==> src/rtl/hcbd_pkg.sv <==
// types and constants shared by the chunked body decoder
package hcbd_pkg;

	// one byte of response text with its framing marks
	typedef struct packed {
		logic [7:0] byte_in;
		logic       first_byte;
		logic       last_byte;
	} in_item_t;

	// one result: payload byte or end-of-body report
	typedef struct packed {
		logic        kind;
		logic [7:0]  data_byte;
		logic [31:0] body_total;
		logic        ended_by_zero_chunk;
		logic        last;
	} out_item_t;

	// parse modes
	localparam logic [1:0] MODE_HEADER = 2'd0;
	localparam logic [1:0] MODE_LINE   = 2'd1;
	localparam logic [1:0] MODE_DATA   = 2'd2;
	localparam logic [1:0] MODE_DONE   = 2'd3;

	// result kinds
	localparam logic KIND_PAYLOAD = 1'b0;
	localparam logic KIND_REPORT  = 1'b1;

	// line framing characters
	localparam logic [7:0] CH_CR = 8'h0d;
	localparam logic [7:0] CH_LF = 8'h0a;

	// reset value of the capacity register
	localparam logic [31:0] CAPACITY_RESET = 32'd4096;

	// result queue geometry
	localparam int QUEUE_DEPTH = 8;
	localparam int QUEUE_AW    = 3;

endpackage

==> src/rtl/http_chunked_body_decoder.sv <==
// http chunked transfer decoder: header skip, size lines, payload and end report
//
// Takes one response byte per in transfer and returns decoded chunk payload
// bytes and at most one end-of-body report per response on the out channel. The
// header is skipped up to the first CR LF CR LF; each following size line
// gives its value from up to MAX_HEX_DIGITS leading hex digits, the rest of
// the line being ignored, and empty lines are skipped. A zero size line or
// the byte marked last_byte ends the body with a report carrying the
// saturated sum of chunk sizes. Payload beyond capacity_q bytes per
// response is dropped but still counted. Rate: one byte per clock cycle in
// while the result queue has room; the out channel moves one result per cycle
// while out_ready is high, and a payload byte that is also the last byte
// gives two results, so the sustained figure is one byte per cycle as long as
// such bytes are rare. An in transfer passes one input register, then the parse
// state update, whose results go into an eight-entry result queue that takes
// new bytes while earlier results wait for out_ready. The capacity register
// takes a cfg transfer in any cycle and should be written only while idle.
module http_chunked_body_decoder #(
	parameter int MAX_HEX_DIGITS = 8
) (
	input  logic                clk,
	input  logic                arst_n,
	// byte input
	input  logic                in_valid,
	output logic                in_ready,
	input  hcbd_pkg::in_item_t  in_item,
	// result output
	output logic                out_valid,
	input  logic                out_ready,
	output hcbd_pkg::out_item_t out_item,
	// capacity register write
	input  logic                cfg_valid,
	output logic                cfg_ready,
	input  logic [31:0]         cfg_data
);

	// digit counter holds 0..MAX_HEX_DIGITS
	localparam int DCW = $clog2(MAX_HEX_DIGITS + 1);
	localparam logic [DCW-1:0] DIGIT_MAX = DCW'(MAX_HEX_DIGITS);
	localparam int QCW = hcbd_pkg::QUEUE_AW + 1;

	// hex decode: {valid, value}
	function automatic logic [4:0] hex_decode(input logic [7:0] c);
		logic [4:0] r;
		r = 5'd0;
		if (c >= 8'h30 && c <= 8'h39)
			r = {1'b1, 4'(c - 8'h30)};
		else if (c >= 8'h61 && c <= 8'h66)
			r = {1'b1, 4'(c - 8'h57)};
		else if (c >= 8'h41 && c <= 8'h46)
			r = {1'b1, 4'(c - 8'h37)};
		return r;
	endfunction

	// capacity register
	logic [31:0] capacity_q;

	// input register
	logic               valid_s1;
	hcbd_pkg::in_item_t item_s1;

	// parse state
	logic [1:0]     mode_q;
	logic [1:0]     hmatch_q;
	logic [31:0]    accum_q;
	logic [DCW-1:0] dcount_q;
	logic           has_text_q;
	logic           seen_cr_q;
	logic [31:0]    remaining_q;
	logic [31:0]    emitted_q;
	logic [31:0]    total_q;

	// next state
	logic [1:0]     mode_d;
	logic [1:0]     hmatch_d;
	logic [31:0]    accum_d;
	logic [DCW-1:0] dcount_d;
	logic           has_text_d;
	logic           seen_cr_d;
	logic [31:0]    remaining_d;
	logic [31:0]    emitted_d;
	logic [31:0]    total_d;

	// results of the current byte
	hcbd_pkg::out_item_t res0, res1;
	logic [1:0]          res_n;

	logic [7:0]  c;
	logic [4:0]  hex;
	logic [32:0] sum;

	// result queue
	hcbd_pkg::out_item_t               queue_q [hcbd_pkg::QUEUE_DEPTH];
	logic [hcbd_pkg::QUEUE_AW-1:0]     wr_ptr_q, rd_ptr_q;
	logic [QCW-1:0]                    count_q;
	logic [QCW-1:0]                    reserve;
	logic                              pop;
	logic [1:0]                        push_n;

	assign cfg_ready = 1'b1;

	always_ff @(posedge clk or negedge arst_n) begin
		if (!arst_n) begin
			capacity_q <= hcbd_pkg::CAPACITY_RESET;
		end else if (cfg_valid) begin
			capacity_q <= cfg_data;
		end
	end

	// room for the byte in flight and this one, two results each
	assign reserve  = valid_s1 ? QCW'(4) : QCW'(2);
	assign in_ready = (count_q + reserve) <= QCW'(hcbd_pkg::QUEUE_DEPTH);

	always_ff @(posedge clk or negedge arst_n) begin
		if (!arst_n) begin
			valid_s1 <= 1'b0;
		end else begin
			valid_s1 <= in_valid && in_ready;
		end
	end

	always_ff @(posedge clk) begin
		if (in_valid && in_ready) begin
			item_s1 <= in_item;
		end
	end

	assign c   = item_s1.byte_in;
	assign hex = hex_decode(c);
	// a size line only closes without first_byte, so the stored values apply
	assign sum = {1'b0, total_q} + {1'b0, accum_q};

	// parse step for the registered byte
	always_comb begin
		mode_d      = mode_q;
		hmatch_d    = hmatch_q;
		accum_d     = accum_q;
		dcount_d    = dcount_q;
		has_text_d  = has_text_q;
		seen_cr_d   = seen_cr_q;
		remaining_d = remaining_q;
		emitted_d   = emitted_q;
		total_d     = total_q;
		res0        = '0;
		res1        = '0;
		res_n       = 2'd0;

		// start of a new response
		if (item_s1.first_byte) begin
			mode_d      = hcbd_pkg::MODE_HEADER;
			hmatch_d    = 2'd0;
			accum_d     = '0;
			dcount_d    = '0;
			has_text_d  = 1'b0;
			seen_cr_d   = 1'b0;
			remaining_d = '0;
			emitted_d   = '0;
			total_d     = '0;
		end

		case (mode_d)
			hcbd_pkg::MODE_HEADER: begin
				// crlfcrlf: even positions want cr, odd want lf
				if (c == (hmatch_d[0] ? hcbd_pkg::CH_LF : hcbd_pkg::CH_CR)) begin
					if (hmatch_d == 2'd3) begin
						hmatch_d   = 2'd0;
						mode_d     = hcbd_pkg::MODE_LINE;
						accum_d    = '0;
						dcount_d   = '0;
						has_text_d = 1'b0;
						seen_cr_d  = 1'b0;
					end else begin
						hmatch_d = hmatch_d + 2'd1;
					end
				end else begin
					hmatch_d = (c == hcbd_pkg::CH_CR) ? 2'd1 : 2'd0;
				end
			end
			hcbd_pkg::MODE_LINE: begin
				if (seen_cr_d && c == hcbd_pkg::CH_LF) begin
					if (!has_text_d) begin
						// empty line
						accum_d    = '0;
						dcount_d   = '0;
						has_text_d = 1'b0;
						seen_cr_d  = 1'b0;
					end else if (accum_d == '0) begin
						// zero size line ends the body
						res0.kind                = hcbd_pkg::KIND_REPORT;
						res0.body_total          = total_d;
						res0.ended_by_zero_chunk = 1'b1;
						res_n                    = 2'd1;
						mode_d                   = hcbd_pkg::MODE_DONE;
					end else begin
						total_d     = sum[32] ? 32'hffff_ffff : sum[31:0];
						remaining_d = accum_d;
						mode_d      = hcbd_pkg::MODE_DATA;
						accum_d     = '0;
						dcount_d    = '0;
						has_text_d  = 1'b0;
						seen_cr_d   = 1'b0;
					end
				end else begin
					// a lone cr is line text and stops digit collection
					if (seen_cr_d) begin
						seen_cr_d  = 1'b0;
						dcount_d   = DIGIT_MAX;
						has_text_d = 1'b1;
					end
					if (c == hcbd_pkg::CH_CR) begin
						seen_cr_d = 1'b1;
					end else begin
						if (hex[4] && dcount_d < DIGIT_MAX) begin
							accum_d  = {accum_d[27:0], hex[3:0]};
							dcount_d = dcount_d + DCW'(1);
						end else if (!hex[4]) begin
							dcount_d = DIGIT_MAX;
						end
						has_text_d = 1'b1;
					end
				end
			end
			hcbd_pkg::MODE_DATA: begin
				if (emitted_d < capacity_q) begin
					res0.kind      = hcbd_pkg::KIND_PAYLOAD;
					res0.data_byte = c;
					res_n          = 2'd1;
					emitted_d      = emitted_d + 32'd1;
				end
				remaining_d = remaining_d - 32'd1;
				if (remaining_d == '0) begin
					mode_d     = hcbd_pkg::MODE_LINE;
					accum_d    = '0;
					dcount_d   = '0;
					has_text_d = 1'b0;
					seen_cr_d  = 1'b0;
				end
			end
			default: begin
				// body done: ignore bytes until the next response
			end
		endcase

		// input ran out before the body ended
		if (item_s1.last_byte && mode_d != hcbd_pkg::MODE_DONE) begin
			if (res_n == 2'd0) begin
				res0.kind       = hcbd_pkg::KIND_REPORT;
				res0.body_total = total_d;
			end else begin
				res1.kind       = hcbd_pkg::KIND_REPORT;
				res1.body_total = total_d;
			end
			res_n  = res_n + 2'd1;
			mode_d = hcbd_pkg::MODE_DONE;
		end

		// mark the final result of this byte
		if (res_n == 2'd1)
			res0.last = 1'b1;
		else if (res_n == 2'd2)
			res1.last = 1'b1;
	end

	always_ff @(posedge clk or negedge arst_n) begin
		if (!arst_n) begin
			mode_q      <= hcbd_pkg::MODE_HEADER;
			hmatch_q    <= 2'd0;
			accum_q     <= '0;
			dcount_q    <= '0;
			has_text_q  <= 1'b0;
			seen_cr_q   <= 1'b0;
			remaining_q <= '0;
			emitted_q   <= '0;
			total_q     <= '0;
		end else if (valid_s1) begin
			mode_q      <= mode_d;
			hmatch_q    <= hmatch_d;
			accum_q     <= accum_d;
			dcount_q    <= dcount_d;
			has_text_q  <= has_text_d;
			seen_cr_q   <= seen_cr_d;
			remaining_q <= remaining_d;
			emitted_q   <= emitted_d;
			total_q     <= total_d;
		end
	end

	// result queue: up to two writes, one read per cycle
	assign push_n    = valid_s1 ? res_n : 2'd0;
	assign out_valid = count_q != '0;
	assign out_item  = queue_q[rd_ptr_q];
	assign pop       = out_valid && out_ready;

	always_ff @(posedge clk) begin
		if (push_n != 2'd0)
			queue_q[wr_ptr_q] <= res0;
		if (push_n == 2'd2)
			queue_q[wr_ptr_q + hcbd_pkg::QUEUE_AW'(1)] <= res1;
	end

	always_ff @(posedge clk or negedge arst_n) begin
		if (!arst_n) begin
			wr_ptr_q <= '0;
			rd_ptr_q <= '0;
			count_q  <= '0;
		end else begin
			wr_ptr_q <= wr_ptr_q + hcbd_pkg::QUEUE_AW'(push_n);
			if (pop)
				rd_ptr_q <= rd_ptr_q + hcbd_pkg::QUEUE_AW'(1);
			count_q <= count_q + QCW'(push_n) - QCW'(pop);
		end
	end

endmodule

==> config.mk <==
export PLATFORM = sky130hd
export DESIGN_NAME = http_chunked_body_decoder
export DESIGN_NICKNAME = d
export VERILOG_FILES = /design/src/rtl/hcbd_pkg.sv /design/src/rtl/http_chunked_body_decoder.sv
export SDC_FILE = /design/constraint.sdc
export NUM_CORES = 1
export LEC_CHECK = 0
export BUFFER_PORTS_ARGS = -buffer_cell sky130_fd_sc_hd__buf_2
export CAP_MARGIN = 20
export CORE_MARGIN = 3
export CORE_UTILIZATION = 27
export DETAILED_ROUTE_END_ITERATION = 12
export GPL_TIMING_DRIVEN = 0
export PLACE_DENSITY = 0.53
export REMOVE_ABC_BUFFERS = 1
export SLEW_MARGIN = 20
export SYNTH_ARGS = -nofsm -noshare
export SYNTH_HDL_FRONTEND = slang
export SYNTH_SLANG_ARGS = --single-unit
==> constraint.sdc <==
create_clock -name clk -period 13.1 [get_ports clk]
set_clock_uncertainty 0.1 [all_clocks]
set_input_delay 1.965 -clock clk [delete_from_list [all_inputs] [get_ports clk]]
set_output_delay 1.965 -clock clk [all_outputs]
set_load 0.02 [all_outputs]
Word level (Yosys, flattened, before mapping)
Memory sizes are Yosys's and may differ from the RTL's. Cells that the tools add are included.

Bits in latches: 0. Flip-flop bits (word level): 191. Bits in read-only memories: 0. Memories: 1. Memory bits (writable): 344. Word-level logic and storage cells: 172. Input port bits: 47. Output and inout port bits: 46.

Memory list: queue_q (words 8, width 43, read ports 1, clocked after Yosys merged registers in 0, write ports 2, line http_chunked_body_decoder.sv:93) `hcbd_pkg::out_item_t queue_q [hcbd_pkg::QUEUE_DEPTH];`.

$mul: 0. Div/mod/pow operators: 0. Equal/unequal tests: 10. Magnitude comparators: 9. Add/subtract/negate cells: 15. Bitwise operators: 0. Multiplexer cells: 106. Shift operators: 0. Reductions and logical operators: 14.

Operators by type and width (count): 32-bit two-way mux (26); 33-bit two-way mux (4); 32-bit case mux with 3 select lines (1); 32-bit zero test (2); 32-bit case mux with 2 select lines (1); 4-bit two-way mux (13); 1-bit two-way mux (35); 32-bit by 32-bit adder with 33-bit output (1); 32-bit by 1-bit adder with 32-bit output, second input constant (1); 32-bit < comparator (1); 32-bit by 1-bit subtractor with 32-bit output, second input constant (1); 2-bit two-way mux (13); 8-bit by 4-bit == test with 1-bit output, second input constant (2); 8-bit by 7-bit >= comparator with 1-bit output, second input constant (2); 8-bit by 7-bit less-or-equal comparator with 1-bit output, second input constant (2); 8-bit two-way mux (2); 5-bit two-way mux (3); 4-bit case mux with 3 select lines (1); 2-bit == test, second input constant (4); 8-bit by 4-bit == test with 1-bit output (1); 8-bit by 6-bit >= comparator with 1-bit output, second input constant (1); 8-bit by 6-bit less-or-equal comparator with 1-bit output, second input constant (1); 1-bit logical AND (8); 4-bit by 3-bit subtractor with 4-bit output, second input constant (2); 19 further kinds (26).

Depth between registers and ports, before layout
Depth in word-level cells: 13. Depth in mapped cells: 28. Gate-level depth less buffers: 20.

Worst setup path before layout
Ideal clock, no wire load.

Path type: register to register. From: register item_s1[1] (netlist bit). To: memory queue_q[6][0] (netlist bit) (enable). Cell stages (with the launch flop): 26. Required time: 12.611 ns. Period minus slack after synthesis: 6.723 ns. Arrival: 6.235 ns. Slack: 6.377 ns. Path buffers: 9. Library setup time: 0.389 ns. Cells stage by stage: edfxtp_1 clkbuf_1 inv_1 clkbuf_1 clkbuf_1 clkbuf_1 buf_1 nand2_1 ha_1 clkbuf_1 inv_1 o21ai_0 a311oi_1 o211ai_1 or4_1 nor3_2 a21oi_1 o21a_1 buf_4 buf_2 ha_1 clkbuf_1 nor3_1 and3_1 nor2_1 inv_1.

RTL lines: start: declaration (line http_chunked_body_decoder.sv:60) `hcbd_pkg::in_item_t item_s1;`; start signal: assignment (line http_chunked_body_decoder.sv:124) `item_s1 <= in_item;`; end: declaration (line http_chunked_body_decoder.sv:93).

==> impl_metrics.env <==
export IMPL_place_ws_ns=4.82
export IMPL_synth_compound_area_frac=0.203
export IMPL_grt_overflow_total=0
export IMPL_powerDensity_nw_per_um2=186
export IMPL_num_rows=120
export IMPL_critical_path_n_buffers_inverters=5
export IMPL_routed_top_layer="met4"
export IMPL_via_per_inst=5.36
export IMPL_grt_max_degree=82
export IMPL_crit_family="compound AO/OA/AOI/OAI gates"
export IMPL_synth_simple_area_share=0.111
export IMPL_synthArstFlopShare=0.338
export IMPL_cp_max_fo=57
export IMPL_cts_buffers=60
export IMPL_cts_sinks=535
export IMPL_firstDrtPassIters=5
export IMPL_switching_share=0.377
export IMPL_p_sw_mw=2.37
export IMPL_grt_pass1_vias=21900
export IMPL_fin_util=0.314
export IMPL_synthAdderAreaFrac=0.0404
export IMPL_final_nets=2771
export IMPL_rsz0062_at_grt="no"
export IMPL_dieArea_sq_um=112000
export IMPL_finalHoldViolCount=0
export IMPL_report_final_slew_viol_count=0
export IMPL_m1WireLength_um=40300
export IMPL_synth_xor_area_frac=0.0222
export IMPL_place_hpwl_um=59900
export IMPL_leakagePower_nw=13.2
export IMPL_synth_largest_area_cell="edfxtp_1"
export IMPL_routed_via_count=21900
export IMPL_ant_nets=0
export IMPL_syn_area_sq_um=29200
export IMPL_syn_inst=2639
export IMPL_status="completed"
export IMPL_dr_wl_met2_um=44500
export IMPL_max_stage_delay_ns=0.82
export IMPL_arrival_ns=8.76
export IMPL_synth_top_flop_cell="edfxtp_1"
export IMPL_clock_latency_ns=0.68
export IMPL_ys_types=87
export IMPL_cp_start_kind="register"
export IMPL_die_x_um=335
export IMPL_synth_top_family_by_area="compound AO/OA/AOI/OAI gates"
export IMPL_drt_iter0_drc=1919
export IMPL_cts_tree="yes"
export IMPL_ioPinCount=93
export IMPL_wl_um=93500
export IMPL_final_layout_size_suffix_gt1_frac=0.160
export IMPL_p_seq_frac=0.361
export IMPL_gp_congestion=0.841
export IMPL_syn_avg_cell_area_sq_um=11.1
export IMPL_hold_slack_ns=0.347
export IMPL_area_delta_synth_final_pct=15.4
export IMPL_fin_cells=4088
export IMPL_core_area_sq_um=107000
export IMPL_min_period_ns=8.34
export IMPL_dp_cells=3972
export IMPL_dr_wl_met3_um=5140
export IMPL_h_tree_depth=2
export IMPL_cap_violations=0
export IMPL_endpoint_kind="register"
export IMPL_setup_violations=0
export IMPL_design_area_sq_um=33700
export IMPL_yosys_top_cells_area="edfxtp_1 29%, dfrtp_1 15%, mux4_2 6.6%"
export IMPL_post_cts_resized=0
export IMPL_ys_seq_elements=535
export IMPL_start_util=0.272
export IMPL_cp_slowest_cell="edfxtp_1"
export IMPL_ys_warnings_count=0
export IMPL_postCtsSetupRepairBufs=0
export IMPL_clkSlewWorstSetupHoldPaths_ns=0.06
export IMPL_antenna_found_initial=2
export IMPL_max_slew_margin=0.192
export IMPL_placed_area_sq_um=31700
export IMPL_fmax_mhz=120
export IMPL_setup_tns_ns=0
export IMPL_grt_pass1_wl_um=141000
export IMPL_netlist_area_leader_share=0.290
export IMPL_worstMarginPinSlew_ns=1.20
export IMPL_cts_hold_buf=0
export IMPL_cp_required_ns=13.52
export IMPL_cts_root_buf="clkbuf_16"
export IMPL_yosys_mux_area_fraction=0.0895
export IMPL_drc=0
export IMPL_fp_dieH_um=335
export IMPL_path_common_cell="buf_16"
export IMPL_clkPwrFrac=0.276
export IMPL_combPwrFrac=0.363
export IMPL_crit_chain="buf_16 > inv_4 > buf_16 > nand2_1 > ha_1 > inv_1 > a21oi_1 > o211a_1 > o2111ai_1 > or4_1 > nor3_2 > a31o_1 > o21a_1 > ha_1 > o21ai_0 > nor2_1 > nand3_1 > mux2i_1 > nand2_2 > buf_16 > o2bb2ai_1"
export IMPL_numPortBuffers=91
export IMPL_clk_path_buf_depth=3
export IMPL_wl_per_cell_um=22.9
export IMPL_ir_worst_vdd_mv=0.128
export IMPL_synth_enable_flop_cells=282
export IMPL_critical_path_class="register to register"
export IMPL_hp_class="register to register"
export IMPL_globalRouteTotalUtil=0.164
export IMPL_power_internal_mw=3.91
export IMPL_period_share=0.636
export IMPL_worst_slack_ns=4.76
export IMPL_total_power_mw=6.28
export IMPL_seq_area_frac_synth=0.494
## cell usage after synthesis, types with 12 or more instances
cell	number
a211oi_1	14
nand2b_1	13
clkbuf_2	12
a21oi_1	104
o2bb2ai_1	25
nor4_1	20
nor2b_1	49
o21bai_1	25
nand2_1	313
ha_1	88
dfxtp_1	72
buf_1	36
a22o_1	76
dfrtp_1	180
inv_1	81
o211ai_1	13
nand3_1	39
clkbuf_1	138
a21o_1	17
mux4_2	86
nor3_1	36
nor2_1	100
and2_1	15
nand4_1	19
xnor2_1	40
edfxtp_1	282
o21ai_0	245
or3_1	12
a2bb2o_1	175
xor2_1	34
mux2_2	52
o21a_1	15
and3_1	23
## state kept, by name, summed over array words and instances (netlist names)
name         flops
emitted_q       32
capacity_q      32
queue_q        344
c                8
valid_s1         1
hmatch_q         2
total_q         32
remaining_q     32
count_q          4
accum_q         32
mode_q           2
seen_cr_q        1
has_text_q       1
item_s1          2
dcount_q         4
rd_ptr_q         3
wr_ptr_q         3
## worst min-delay path: stages (launching register included)
cell and delay, ns:
dfxtp_1 0.32, nand2_1 0.04, o21ai_0 0.05
## cells by family after synthesis
family | after synthesis
adders and majority gates | 92
other | 1
DFF | 535
AOI/OAI and AO/OA | 821
buffers and inverters | 287
xor gates and xnor gates | 74
and+or+nand+nor | 682
muxes | 147
## area by class of cell
| cell class | count | area [sq um] |
|---|---|---|
| diodes | 1 | 2.50 |
| clock buffers | 91 | 1790 |
| clock inverters | 23 | 229 |
| fillers | 11000 | 73500 |
| inverters | 83 | 330 |
| multi-input cells | 1817 | 13800 |
| flip-flops and latches | 535 | 14500 |
| well taps | 1403 | 1760 |
| repair buffers | 135 | 1350 |
## path summary, 6_finish.rpt
check                            endpoint            from  slack, ns  depth (start not counted)
setup / recovery           queue_q[3][14]      item_s1[1]       4.76                         21
hold / removal             queue_q[1][34]  queue_q[1][34]       0.35                          2
setup reg to reg           queue_q[3][14]      item_s1[1]       4.76                         21
hold reg to reg            queue_q[1][34]  queue_q[1][34]       0.35                          2
max in group asynchronous      total_q[4]          arst_n      10.67                          3
min in group asynchronous  capacity_q[21]          arst_n       1.10                          1
## per-layer routing
layer | track usage | up-vias
li1 | - | 9996
met1 | 0.214 | 11000
met2 | 0.274 | 741
met3 | 0.0233 | 186
met4 | 0.0637 | 0
met5 | 0 | -
## power by group through the flow
stage               sequential [mW]  clock [mW]  combinational [mW]
finish                         2.27        1.73                2.28
CTS                            2.27        1.77                2.30
global placement               2.50           0                2.03
global route                   2.30        1.83                2.47
floorplan                      2.30           0                1.41
detailed placement             2.30           0                2.29
## cell usage in the layout, fill, tap and decap left out, drive strengths merged, types with 25 or more instances in the layout
cell / count
xnor2: 40
clkbuf: 91
dfxtp: 72
mux2: 52
dfrtp: 180
inv: 82
o2bb2ai: 25
a21oi: 104
nand3: 39
o21bai: 25
nor2: 102
nor3: 39
buf: 135
xor2: 34
edfxtp: 282
a22o: 76
ha: 88
nor2b: 49
o21ai: 249
mux4: 86
nand2: 313
a2bb2o: 175
(Power assumes the default switching activity.)
